===== src/sv/swc_pkg.sv =====
package swc_pkg;

	// Default number of bytes that fill a command line
	localparam int LINE_LENGTH_DEF = 20;

	// Only the first bytes of a line can decide a match: longest word plus its terminator
	localparam int PREFIX_LEN = 7;

	localparam logic [7:0] CHAR_CR   = 8'h0D;
	localparam logic [7:0] CHAR_NUL  = 8'h00;

	// Limits of the time cascade
	localparam logic [6:0] CENTI_LAST = 7'd99;
	localparam logic [5:0] SEC_LAST   = 6'd59;
	localparam logic [5:0] MIN_LAST   = 6'd59;

	typedef logic [7:0] char_t;
	typedef char_t [PREFIX_LEN-1:0] prefix_t;

	typedef enum logic [2:0] {
		EV_TICK    = 3'd0,
		EV_START   = 3'd1,
		EV_STOP    = 3'd2,
		EV_SPLIT1  = 3'd3,
		EV_SPLIT2  = 3'd4,
		EV_RESET   = 3'd5,
		EV_HELP    = 3'd6,
		EV_UNKNOWN = 3'd7
	} event_t;

	typedef struct packed {
		logic [6:0] centis;
		logic [5:0] seconds;
		logic [5:0] minutes;
		logic [7:0] hours;
	} stamp_t;

	// Command words, first character in the lowest byte
	localparam prefix_t WORD_START  = {CHAR_NUL, CHAR_NUL, "t", "r", "a", "t", "s"};
	localparam prefix_t WORD_STOP   = {CHAR_NUL, CHAR_NUL, CHAR_NUL, "p", "o", "t", "s"};
	localparam prefix_t WORD_SPLIT1 = {CHAR_NUL, "1", "t", "i", "l", "p", "s"};
	localparam prefix_t WORD_SPLIT2 = {CHAR_NUL, "2", "t", "i", "l", "p", "s"};
	localparam prefix_t WORD_RESET  = {CHAR_NUL, CHAR_NUL, "t", "e", "s", "e", "r"};
	localparam prefix_t WORD_HELP   = {CHAR_NUL, CHAR_NUL, CHAR_NUL, "p", "l", "e", "h"};

	localparam int LEN_START  = 5;
	localparam int LEN_STOP   = 4;
	localparam int LEN_SPLIT  = 6;
	localparam int LEN_RESET  = 5;
	localparam int LEN_HELP   = 4;

endpackage


===== src/sv/swc_cmd_match.sv =====
module swc_cmd_match #(
	parameter int LINE_LENGTH = swc_pkg::LINE_LENGTH_DEF
) (
	input  swc_pkg::prefix_t                   text,
	input  logic [$clog2(LINE_LENGTH)-1:0]     len,
	output swc_pkg::event_t                    ev
);
	import swc_pkg::*;

	localparam int LEN_W = $clog2(LINE_LENGTH);

	// True when the line text, cut at its first zero byte, equals the word
	function automatic logic word_hit(input prefix_t txt, input logic [LEN_W-1:0] n,
			input prefix_t word, input int wlen);
		logic hit;
		hit = (n >= LEN_W'(wlen));
		for (int i = 0; i < PREFIX_LEN; i++) begin
			if (i < wlen) begin
				if (txt[i] != word[i])
					hit = 1'b0;
			end else if (i == wlen) begin
				if (n != LEN_W'(wlen) && txt[i] != CHAR_NUL)
					hit = 1'b0;
			end
		end
		return hit;
	endfunction

	// Decode the line into its command
	always_comb begin
		if (word_hit(text, len, WORD_START, LEN_START))
			ev = EV_START;
		else if (word_hit(text, len, WORD_STOP, LEN_STOP))
			ev = EV_STOP;
		else if (word_hit(text, len, WORD_SPLIT1, LEN_SPLIT))
			ev = EV_SPLIT1;
		else if (word_hit(text, len, WORD_SPLIT2, LEN_SPLIT))
			ev = EV_SPLIT2;
		else if (word_hit(text, len, WORD_RESET, LEN_RESET))
			ev = EV_RESET;
		else if (word_hit(text, len, WORD_HELP, LEN_HELP))
			ev = EV_HELP;
		else
			ev = EV_UNKNOWN;
	end

endmodule


===== src/sv/stopwatch_with_text_commands.sv =====
// Stopwatch with a serial command line. Each request on the slave side is either a
// centisecond tick (s_tuser = 0) or a received character (s_tuser = 1, byte in s_tdata).
// A tick while running advances centiseconds, seconds, minutes and hours (hours wrap at
// 256) and returns the new time with event 0. Characters collect into a line that ends
// at a carriage return or when LINE_LENGTH characters are stored; the line, cut at its
// first zero byte, is matched against start, stop, split1, split2, reset and help, and
// one result carries the command code (7 for anything else) and the time after its
// effect. Ticks while halted and characters that do not end a line give no result.
// An item passes through the input register and then the result register; a new request
// is taken every cycle, and only a result that waits for m_tready holds the next item
// that produces a result.
module stopwatch_with_text_commands #(
	parameter int LINE_LENGTH = swc_pkg::LINE_LENGTH_DEF
) (
	input  logic        clk,
	input  logic        arst_n,
	input  logic        s_tvalid,
	output logic        s_tready,
	input  logic [7:0]  s_tdata,   // [7:0] rx_byte
	input  logic        s_tuser,   // [0] operation
	output logic        m_tvalid,
	input  logic        m_tready,
	output logic [31:0] m_tdata,   // [7:0] hours, [13:8] minutes, [19:14] seconds,
	                               // [26:20] centiseconds, [31:27] zero
	output logic [2:0]  m_tuser    // [2:0] event_res
);
	import swc_pkg::*;

	localparam int LEN_W = $clog2(LINE_LENGTH);

	// Input register
	logic        v_s1;
	logic        op_s1;
	logic [7:0]  byte_s1;

	// Watch and line state
	logic             running_q;
	stamp_t           stamp_q;
	logic [LEN_W-1:0] len_q;
	prefix_t          text_q;

	// Result register
	logic    m_valid_q;
	event_t  ev_q;
	stamp_t  res_q;

	logic    is_cr, is_store, line_full, do_eval, do_tick, has_res, go;
	event_t  cmd_ev;
	event_t  ev_next;
	stamp_t  stamp_next;
	logic    running_next;

	swc_cmd_match #(.LINE_LENGTH(LINE_LENGTH)) u_match (
		.text (text_q),
		.len  (len_q),
		.ev   (cmd_ev)
	);

	// Classify the held item
	assign is_cr     = op_s1 && (byte_s1 == CHAR_CR);
	assign is_store  = op_s1 && !is_cr;
	assign line_full = is_store && (len_q == LEN_W'(LINE_LENGTH - 1));
	assign do_eval   = is_cr || line_full;
	assign do_tick   = !op_s1 && running_q;
	assign has_res   = do_tick || do_eval;
	assign go        = v_s1 && (!has_res || !m_valid_q || m_tready);
	assign s_tready  = !v_s1 || go;

	// Next time, run flag and event
	always_comb begin
		stamp_next   = stamp_q;
		running_next = running_q;
		ev_next      = EV_TICK;
		if (do_tick) begin
			if (stamp_q.centis == CENTI_LAST) begin
				stamp_next.centis = '0;
				if (stamp_q.seconds == SEC_LAST) begin
					stamp_next.seconds = '0;
					if (stamp_q.minutes == MIN_LAST) begin
						stamp_next.minutes = '0;
						stamp_next.hours   = stamp_q.hours + 8'd1;
					end else begin
						stamp_next.minutes = stamp_q.minutes + 6'd1;
					end
				end else begin
					stamp_next.seconds = stamp_q.seconds + 6'd1;
				end
			end else begin
				stamp_next.centis = stamp_q.centis + 7'd1;
			end
		end else if (do_eval) begin
			ev_next = cmd_ev;
			if (cmd_ev == EV_START) begin
				running_next = 1'b1;
			end else if (cmd_ev == EV_STOP) begin
				running_next = 1'b0;
			end else if (cmd_ev == EV_RESET) begin
				running_next = 1'b0;
				stamp_next   = '0;
			end
		end
	end

	// Load the input register
	always_ff @(posedge clk or negedge arst_n) begin
		if (!arst_n) begin
			v_s1 <= 1'b0;
		end else if (s_tvalid && s_tready) begin
			v_s1 <= 1'b1;
		end else if (go) begin
			v_s1 <= 1'b0;
		end
	end

	always_ff @(posedge clk) begin
		if (s_tvalid && s_tready) begin
			op_s1   <= s_tuser;
			byte_s1 <= s_tdata;
		end
	end

	// Advance watch and line state
	always_ff @(posedge clk or negedge arst_n) begin
		if (!arst_n) begin
			running_q <= 1'b1;
			stamp_q   <= '0;
			len_q     <= '0;
		end else if (go) begin
			running_q <= running_next;
			stamp_q   <= stamp_next;
			if (do_eval)
				len_q <= '0;
			else if (is_store)
				len_q <= len_q + LEN_W'(1);
		end
	end

	// Store the leading characters; later ones never decide a match
	always_ff @(posedge clk) begin
		if (go && is_store) begin
			for (int i = 0; i < PREFIX_LEN; i++) begin
				if (len_q == LEN_W'(i))
					text_q[i] <= byte_s1;
			end
		end
	end

	// Result register
	always_ff @(posedge clk or negedge arst_n) begin
		if (!arst_n) begin
			m_valid_q <= 1'b0;
		end else if (go && has_res) begin
			m_valid_q <= 1'b1;
		end else if (m_tready) begin
			m_valid_q <= 1'b0;
		end
	end

	always_ff @(posedge clk) begin
		if (go && has_res) begin
			ev_q  <= ev_next;
			res_q <= stamp_next;
		end
	end

	assign m_tvalid = m_valid_q;
	assign m_tuser  = ev_q;
	assign m_tdata  = {5'd0, res_q.centis, res_q.seconds, res_q.minutes, res_q.hours};

	// A held item stays until it can move on
	a_hold_s1: assert property (@(posedge clk) disable iff (!arst_n)
		v_s1 && !go |=> v_s1)
		else $error("input item lost while stalled");

	// Reported time stays inside the cascade limits
	a_range: assert property (@(posedge clk) disable iff (!arst_n)
		m_valid_q |-> (res_q.centis <= CENTI_LAST) && (res_q.seconds <= SEC_LAST)
			&& (res_q.minutes <= MIN_LAST))
		else $error("time field out of range");

	// Line fill never reaches the full length between items
	a_len: assert property (@(posedge clk) disable iff (!arst_n)
		len_q <= LEN_W'(LINE_LENGTH - 1))
		else $error("line length overflow");

	// A reset command reports a cleared time
	a_reset_zero: assert property (@(posedge clk) disable iff (!arst_n)
		m_valid_q && (ev_q == EV_RESET) |-> (res_q == '0))
		else $error("reset command reported nonzero time");

	// A tick while halted changes nothing
	a_halt: assert property (@(posedge clk) disable iff (!arst_n)
		go && !op_s1 && !running_q |=> $stable(stamp_q) && !running_q)
		else $error("halted watch advanced");

endmodule


===== config.mk =====
export PLATFORM = sky130hd
export DESIGN_NAME = stopwatch_with_text_commands
export DESIGN_NICKNAME = d
export VERILOG_FILES = /design/src/sv/swc_pkg.sv /design/src/sv/swc_cmd_match.sv /design/src/sv/stopwatch_with_text_commands.sv
export SDC_FILE = /design/constraint.sdc
export NUM_CORES = 1
export LEC_CHECK = 0
export ABC_AREA = 1
export BUFFER_PORTS_ARGS = -buffer_cell sky130_fd_sc_hd__buf_4
export CAP_MARGIN = 10
export CORE_MARGIN = 2
export CORE_UTILIZATION = 45
export CTS_CLUSTER_SIZE = 14
export DETAILED_ROUTE_END_ITERATION = 8
export MAX_ROUTING_LAYER = met4
export REMOVE_ABC_BUFFERS = 1
export SLEW_MARGIN = 0
export SYNTH_ARGS = -nofsm -noshare
export SYNTH_HDL_FRONTEND = slang
export SYNTH_SLANG_ARGS = --single-unit

===== constraint.sdc =====
create_clock -name clk -period 5.1 [get_ports clk]
set_clock_uncertainty 0.2 [all_clocks]
set_input_delay 1.02 -clock clk [delete_from_list [all_inputs] [get_ports clk]]
set_output_delay 1.02 -clock clk [all_outputs]
set_load 0.01 [all_outputs]

Word level (Yosys, flattened, before mapping)
Cells that the tools add are included.
- $add $sub $neg: 5
- $lt $le $gt $ge: 3
- equality and inequality tests: 34
- mux-type cells: 72
- bitwise gates (word level): 2
- reduce and logical (&&, ||, !) cells: 39
- operator list (kind ; count):
    2-to-1 mux 27 bit ; 5
    inequality test 8 x 7 -> 1 bit, second input constant ; 15
    2-to-1 mux 1 bit ; 54
    nonzero test 8 bit ; 3
    2-to-1 mux 20 bit ; 1
    inequality test 8 x 6 -> 1 bit, second input constant ; 2
    AND reduction 2 bit ; 8
    equality test 5 x 3 -> 1 bit, second input constant ; 3
    >= comparator 5 x 3 -> 1 bit, second input constant ; 3
    2-to-1 mux 3 bit ; 5
    inequality test 5 x 3 -> 1 bit, second input constant ; 3
    2-to-1 mux 14 bit ; 1
    adder 6 x 1 -> 6 bit, second input constant ; 2
    equality test 6 bit, second input constant ; 2
    2-to-1 mux 6 bit ; 2
    logical AND 1 bit ; 11
    equality test 5 x 2 -> 1 bit, second input constant ; 2
    2-to-1 mux 5 bit ; 2
    adder 8 x 1 -> 8 bit, second input constant ; 1
    equality test 8 x 4 -> 1 bit, second input constant ; 1
    2-to-1 mux 8 bit ; 1
    adder 7 x 1 -> 7 bit, second input constant ; 1
    equality test 7 bit, second input constant ; 1
    2-to-1 mux 7 bit ; 1
    14 further kinds ; 25
- bits in registers: 130

Depth between registers and ports, before layout
- word-level depth: 34
- mapped depth: 14
- gate-level depth less buffers: 14

Modules after synthesis
A second synthesis with hierarchy kept.
- cells, all modules: 699
- area, all modules: 6427.4 um^2
- by module, submodules not included (module ; instances ; cells an instance ; area each (um^2) ; seq. area each (um^2)):
    stopwatch_with_text_commands ; 1 ; 519 ; 5704.2 ; 3729.8
    swc_cmd_match ; 1 ; 180 ; 723.2 ; 0.0

Worst setup path before layout
Ideal clock, no wire load.
- path kind: in2reg
- start: in m_tready
- end: reg res_q (netlist bit m_tdata[0]) (enable)
- data arrival time: 2.170 ns
- data required time: 4.515 ns
- path slack: 2.346 ns
- cell stages on the path: 7
- cell sequence: inv_1 nand3_2 nand2_4 inv_2 buf_2 nand2_1 inv_1
- longest elaborated chain between the ends: 3
- RTL lines (item ; RTL line ; RTL):
    start, declared ; stopwatch_with_text_commands.sv:22 ; input logic m_tready,
    logical OR 1 bit ; stopwatch_with_text_commands.sv:66 ; assign go = v_s1 && (!has_res || !m_valid_q || m_tready);
    logical AND 1 bit ; stopwatch_with_text_commands.sv:66 ;
    logical AND 1 bit ; stopwatch_with_text_commands.sv:160 ; if (go && has_res) begin
    end signal, assigned ; stopwatch_with_text_commands.sv:162 ; res_q <= stamp_next;
    end, declared ; stopwatch_with_text_commands.sv:45 ; stamp_t res_q;
Every way passes these cells.
A chain may end at the register's enable or synchronous reset.

Worst setup path after layout
- start: reg op_s1
- end: reg text_q[45] in the netlist's numbering (enable)
- longest elaborated chain between the ends: 12
- elaborated cells on any way between the ends: 14
- those cells by class: reduce/logical (14)
- RTL lines (item ; RTL line ; RTL):
    start, declared ; stopwatch_with_text_commands.sv:33 ; logic op_s1;
    start signal, assigned ; stopwatch_with_text_commands.sv:117 ; op_s1 <= s_tuser;
    logical AND 1 bit ; stopwatch_with_text_commands.sv:60 ; assign is_cr = op_s1 && (byte_s1 == CHAR_CR);
    zero test 1 bit ; stopwatch_with_text_commands.sv:61 ; assign is_store = op_s1 && !is_cr;
    logical AND 1 bit ; stopwatch_with_text_commands.sv:61 ;
    logical AND 1 bit ; stopwatch_with_text_commands.sv:62 ; assign line_full = is_store && (len_q == LEN_W'(LINE_LENGTH - 1));
    logical OR 1 bit ; stopwatch_with_text_commands.sv:63 ; assign do_eval = is_cr || line_full;
    logical OR 1 bit ; stopwatch_with_text_commands.sv:65 ; assign has_res = do_tick || do_eval;
    zero test 1 bit ; stopwatch_with_text_commands.sv:66 ;
    logical OR 1 bit (2 in a row) ; stopwatch_with_text_commands.sv:66 ;
    logical AND 1 bit ; stopwatch_with_text_commands.sv:66 ;
    logical AND 1 bit * ; stopwatch_with_text_commands.sv:140 ; if (go && is_store) begin
    AND reduction 2 bit (no source line) * ; -- ;
    end signal, assigned by index ; stopwatch_with_text_commands.sv:143 ; text_q[i] <= byte_s1;
    end, declared ; stopwatch_with_text_commands.sv:40 ; prefix_t text_q;
Mark *: on every way between the ends. The rest lies on a longest branch, timed or not.

==> flow_metrics.env <==
export IMPL_wl_per_cell_um=14.5
export IMPL_vias_per_cell=5.10
export IMPL_overflow=0
export IMPL_final_common_cell="nand2_1"
export IMPL_path_class="reg -> reg"
export IMPL_wl_met1_um=5940
export IMPL_min_path_type="reg -> reg"
export IMPL_maxCapViolCount=0
export IMPL_synth_seq_cells=130
export IMPL_worst_setup_path_start_kind="flip-flop"
export IMPL_synth_edf_count=95
export IMPL_final_cell_mix="152 x nand2_1, 95 x edfxtp_1, 67 x nor2_1"
export IMPL_layout_drive_gt1_share=0.169
export IMPL_antenna_found_initial=0
export IMPL_final_cell_count_no_fill=852
export IMPL_crit_buf_inv=1
export IMPL_cts_hold_buf=0
export IMPL_cts_repair_resized=0
export IMPL_setup_viol_count_final=0
export IMPL_rsz0062_at_grt="no"
export IMPL_grt_max_degree=41
export IMPL_dp_cells=819
export IMPL_path_cells="inv_1 > nand2_2 > nand2_2 > nand3_2 > nand2_4 > nor2_4 > nand2_2 > nor3_1"
export IMPL_period_minus_slack_ns=3.28
export IMPL_firstDrtPassIters=5
export IMPL_cp_arrival_ns=3.11
export IMPL_floorplan_initialDensity=0.462
export IMPL_fmax_mhz=305
export IMPL_final_hold_violation_count=0
export IMPL_cpLargestDelayFamily="simple AND/OR/NAND/NOR gates"
export IMPL_ys_seq_area_frac=0.607
export IMPL_met2_length_um=5520
export IMPL_ys_async_sr_fraction=0.269
export IMPL_cts_tree="done"
export IMPL_numCtsBuffers=17
export IMPL_ir_drop_mv=0.200
export IMPL_clock_sinks=130
export IMPL_period_share=0.644
export IMPL_h_tree_depth=4
export IMPL_clk_path_buf_depth=2
export IMPL_fin_nets=686
export IMPL_met3WireLength_um=720
export IMPL_ys_types=40
export IMPL_cp_max_fo=26
export IMPL_power_switching_uw=665
export IMPL_grt_pass1_wl_um=20600
export IMPL_rows=42
export IMPL_ant_nets=0
export IMPL_crit_path_max_incr_delay_ns=0.86
export IMPL_dominantRegCellSynth="edfxtp_1"
export IMPL_grt_pass1_vias=4205
export IMPL_power_density_nw_per_um2=379
export IMPL_track_usage=0.190
export IMPL_cts_setup_buffers=0
export IMPL_drc=0
export IMPL_slew_viol_final=0
export IMPL_switching_share=0.244
export IMPL_gp_congestion=0.954
export IMPL_outcome="complete, no violations"
export IMPL_seqPwrFrac=0.474
export IMPL_worst_hold_slack_ns=0.298
export IMPL_syn_inst=611
export IMPL_avgSynthCellArea_um2=10.1
export IMPL_wl_um=12400
export IMPL_clk_latency_ns=0.42
export IMPL_required_ns=4.93
export IMPL_place_hpwl_um=8650
export IMPL_fin_tns_setup_ns=0
export IMPL_die_y_um=121
export IMPL_cp_slowest_cell="nor3_1"
export IMPL_tightest_slew_ns=1.10
export IMPL_path_common_cell="nand2_2"
export IMPL_io_buffer_count=44
export IMPL_cts_root_buf="clkbuf_16"
export IMPL_syn_cell_area_um2=6140
export IMPL_core_area_um2=13300
export IMPL_dieArea_um2=14600
export IMPL_die_x_um=121
export IMPL_dr_max_layer_used="met4"
export IMPL_max_slew_margin=0.261
export IMPL_syn2layout_area_growth_pct=17.1
export IMPL_vias=4343
export IMPL_yosys_warnings=0
export IMPL_clk_pin_slew_ns=0.05
export IMPL_pin_count=50
export IMPL_p_int_uw=2060
export IMPL_pwr_share_comb=0.101
export IMPL_antenna_cells=0
export IMPL_leakage_uw=0.00305
export IMPL_drtIter0Drc=320
export IMPL_clkPwrFrac=0.425
export IMPL_cp_end_kind="flip-flop"
## Yosys cell counts (3+ instances only)
master,n,area (µm²)
a31oi_1,3,18.8
nand2_2,8,50.1
nand3_1,45,225
nand2_1,152,571
xor2_1,5,43.8
nand4_1,12,75.1
nor3_4,3,48.8
inv_1,60,225
dfrtp_1,34,851
o21ai_2,9,78.8
inv_2,3,11.3
nor4_1,6,37.5
buf_4,6,45.0
buf_6,3,33.8
ha_1,8,100
buf_2,5,25.0
nor2_1,67,251
o21ai_1,9,45.0
a21oi_1,6,30.0
edfxtp_1,95,2850
nor3_1,14,70.1
nand2_4,3,33.8
nand3_2,10,100
o21ai_0,23,115
clkinv_1,3,11.3
## metal layers
layer,up-vias,GRT usage
li1,2162,-
met1,2036,0.261
met2,126,0.272
met3,19,0.0446
met4,0,0.0770
met5,-,-
## through the flow
step	setup slack (ns)	utilization	total power, µW	area, µm²
floorplan	2.14	-	1490	6050
global placement	1.56	0.496	1570	6600
detailed placement	1.40	0.496	1580	6600
CTS	1.41	0.538	2740	7160
global route	1.49	0.541	2840	7190
finish	1.82	0.541	2730	7190
## cell families after synthesis
| kind of cell | share of synthesized area |
|---|---|
| and+or+nand+nor | 0.258 |
| DFF | 0.607 |
| buffers and inverters | 0.0593 |
| AOI/OAI and AO/OA | 0.0505 |
| adders and majority gates | 0.0163 |
| xor gates and xnor gates | 0.00855 |
| other | 0.000610 |
## sequential cells by signal, summed over array words and instances (netlist names)
signal,cells
v_s1,1
m_tvalid,1
running_q,1
len_q,5
stamp_q,27
op_s1,1
m_tuser,3
m_tdata,27
text_q,56
byte_s1,8
## worst reg2reg max path, stage by stage (launching register included)
cell      delay, ns
edfxtp_1       0.38
inv_1          0.11
nand2_2        0.52
nand2_2        0.17
nand3_2        0.11
nand2_4        0.15
nor2_4         0.25
nand2_2        0.15
nor3_1         0.86
## path summary, 6_finish.rpt
check / from / to / slack, ns / depth (start not counted)
min: running_q / running_q / 0.30 / 2
min reg2reg: running_q / running_q / 0.30 / 2
min in group asynchronous: arst_n / stamp_q[7] / 0.37 / 1
max reg2reg: op_s1 / text_q[45] / 1.82 / 8
max: op_s1 / text_q[45] / 1.82 / 8
max in group asynchronous: arst_n / running_q / 3.98 / 1
## power by group through the flow
stage               Sequential (µW)  Clock, µW  Combinational, µW
floorplan                      1290          0                197
global placement               1310          0                269
detailed placement             1310          0                269
CTS                            1290       1180                272
global route                   1300       1220                317
finish                         1290       1160                275
## cell type report
class	instances	area, µm²
Clock buffer	22	444
Sequential cell	130	3730
Inverter	67	253
Multi-Input combinational cell	402	2070
Clock inverter	8	113
Timing Repair Buffer	47	368
Fill cell	1140	6100
Tap cell	176	220
(Power assumes the default switching activity.)
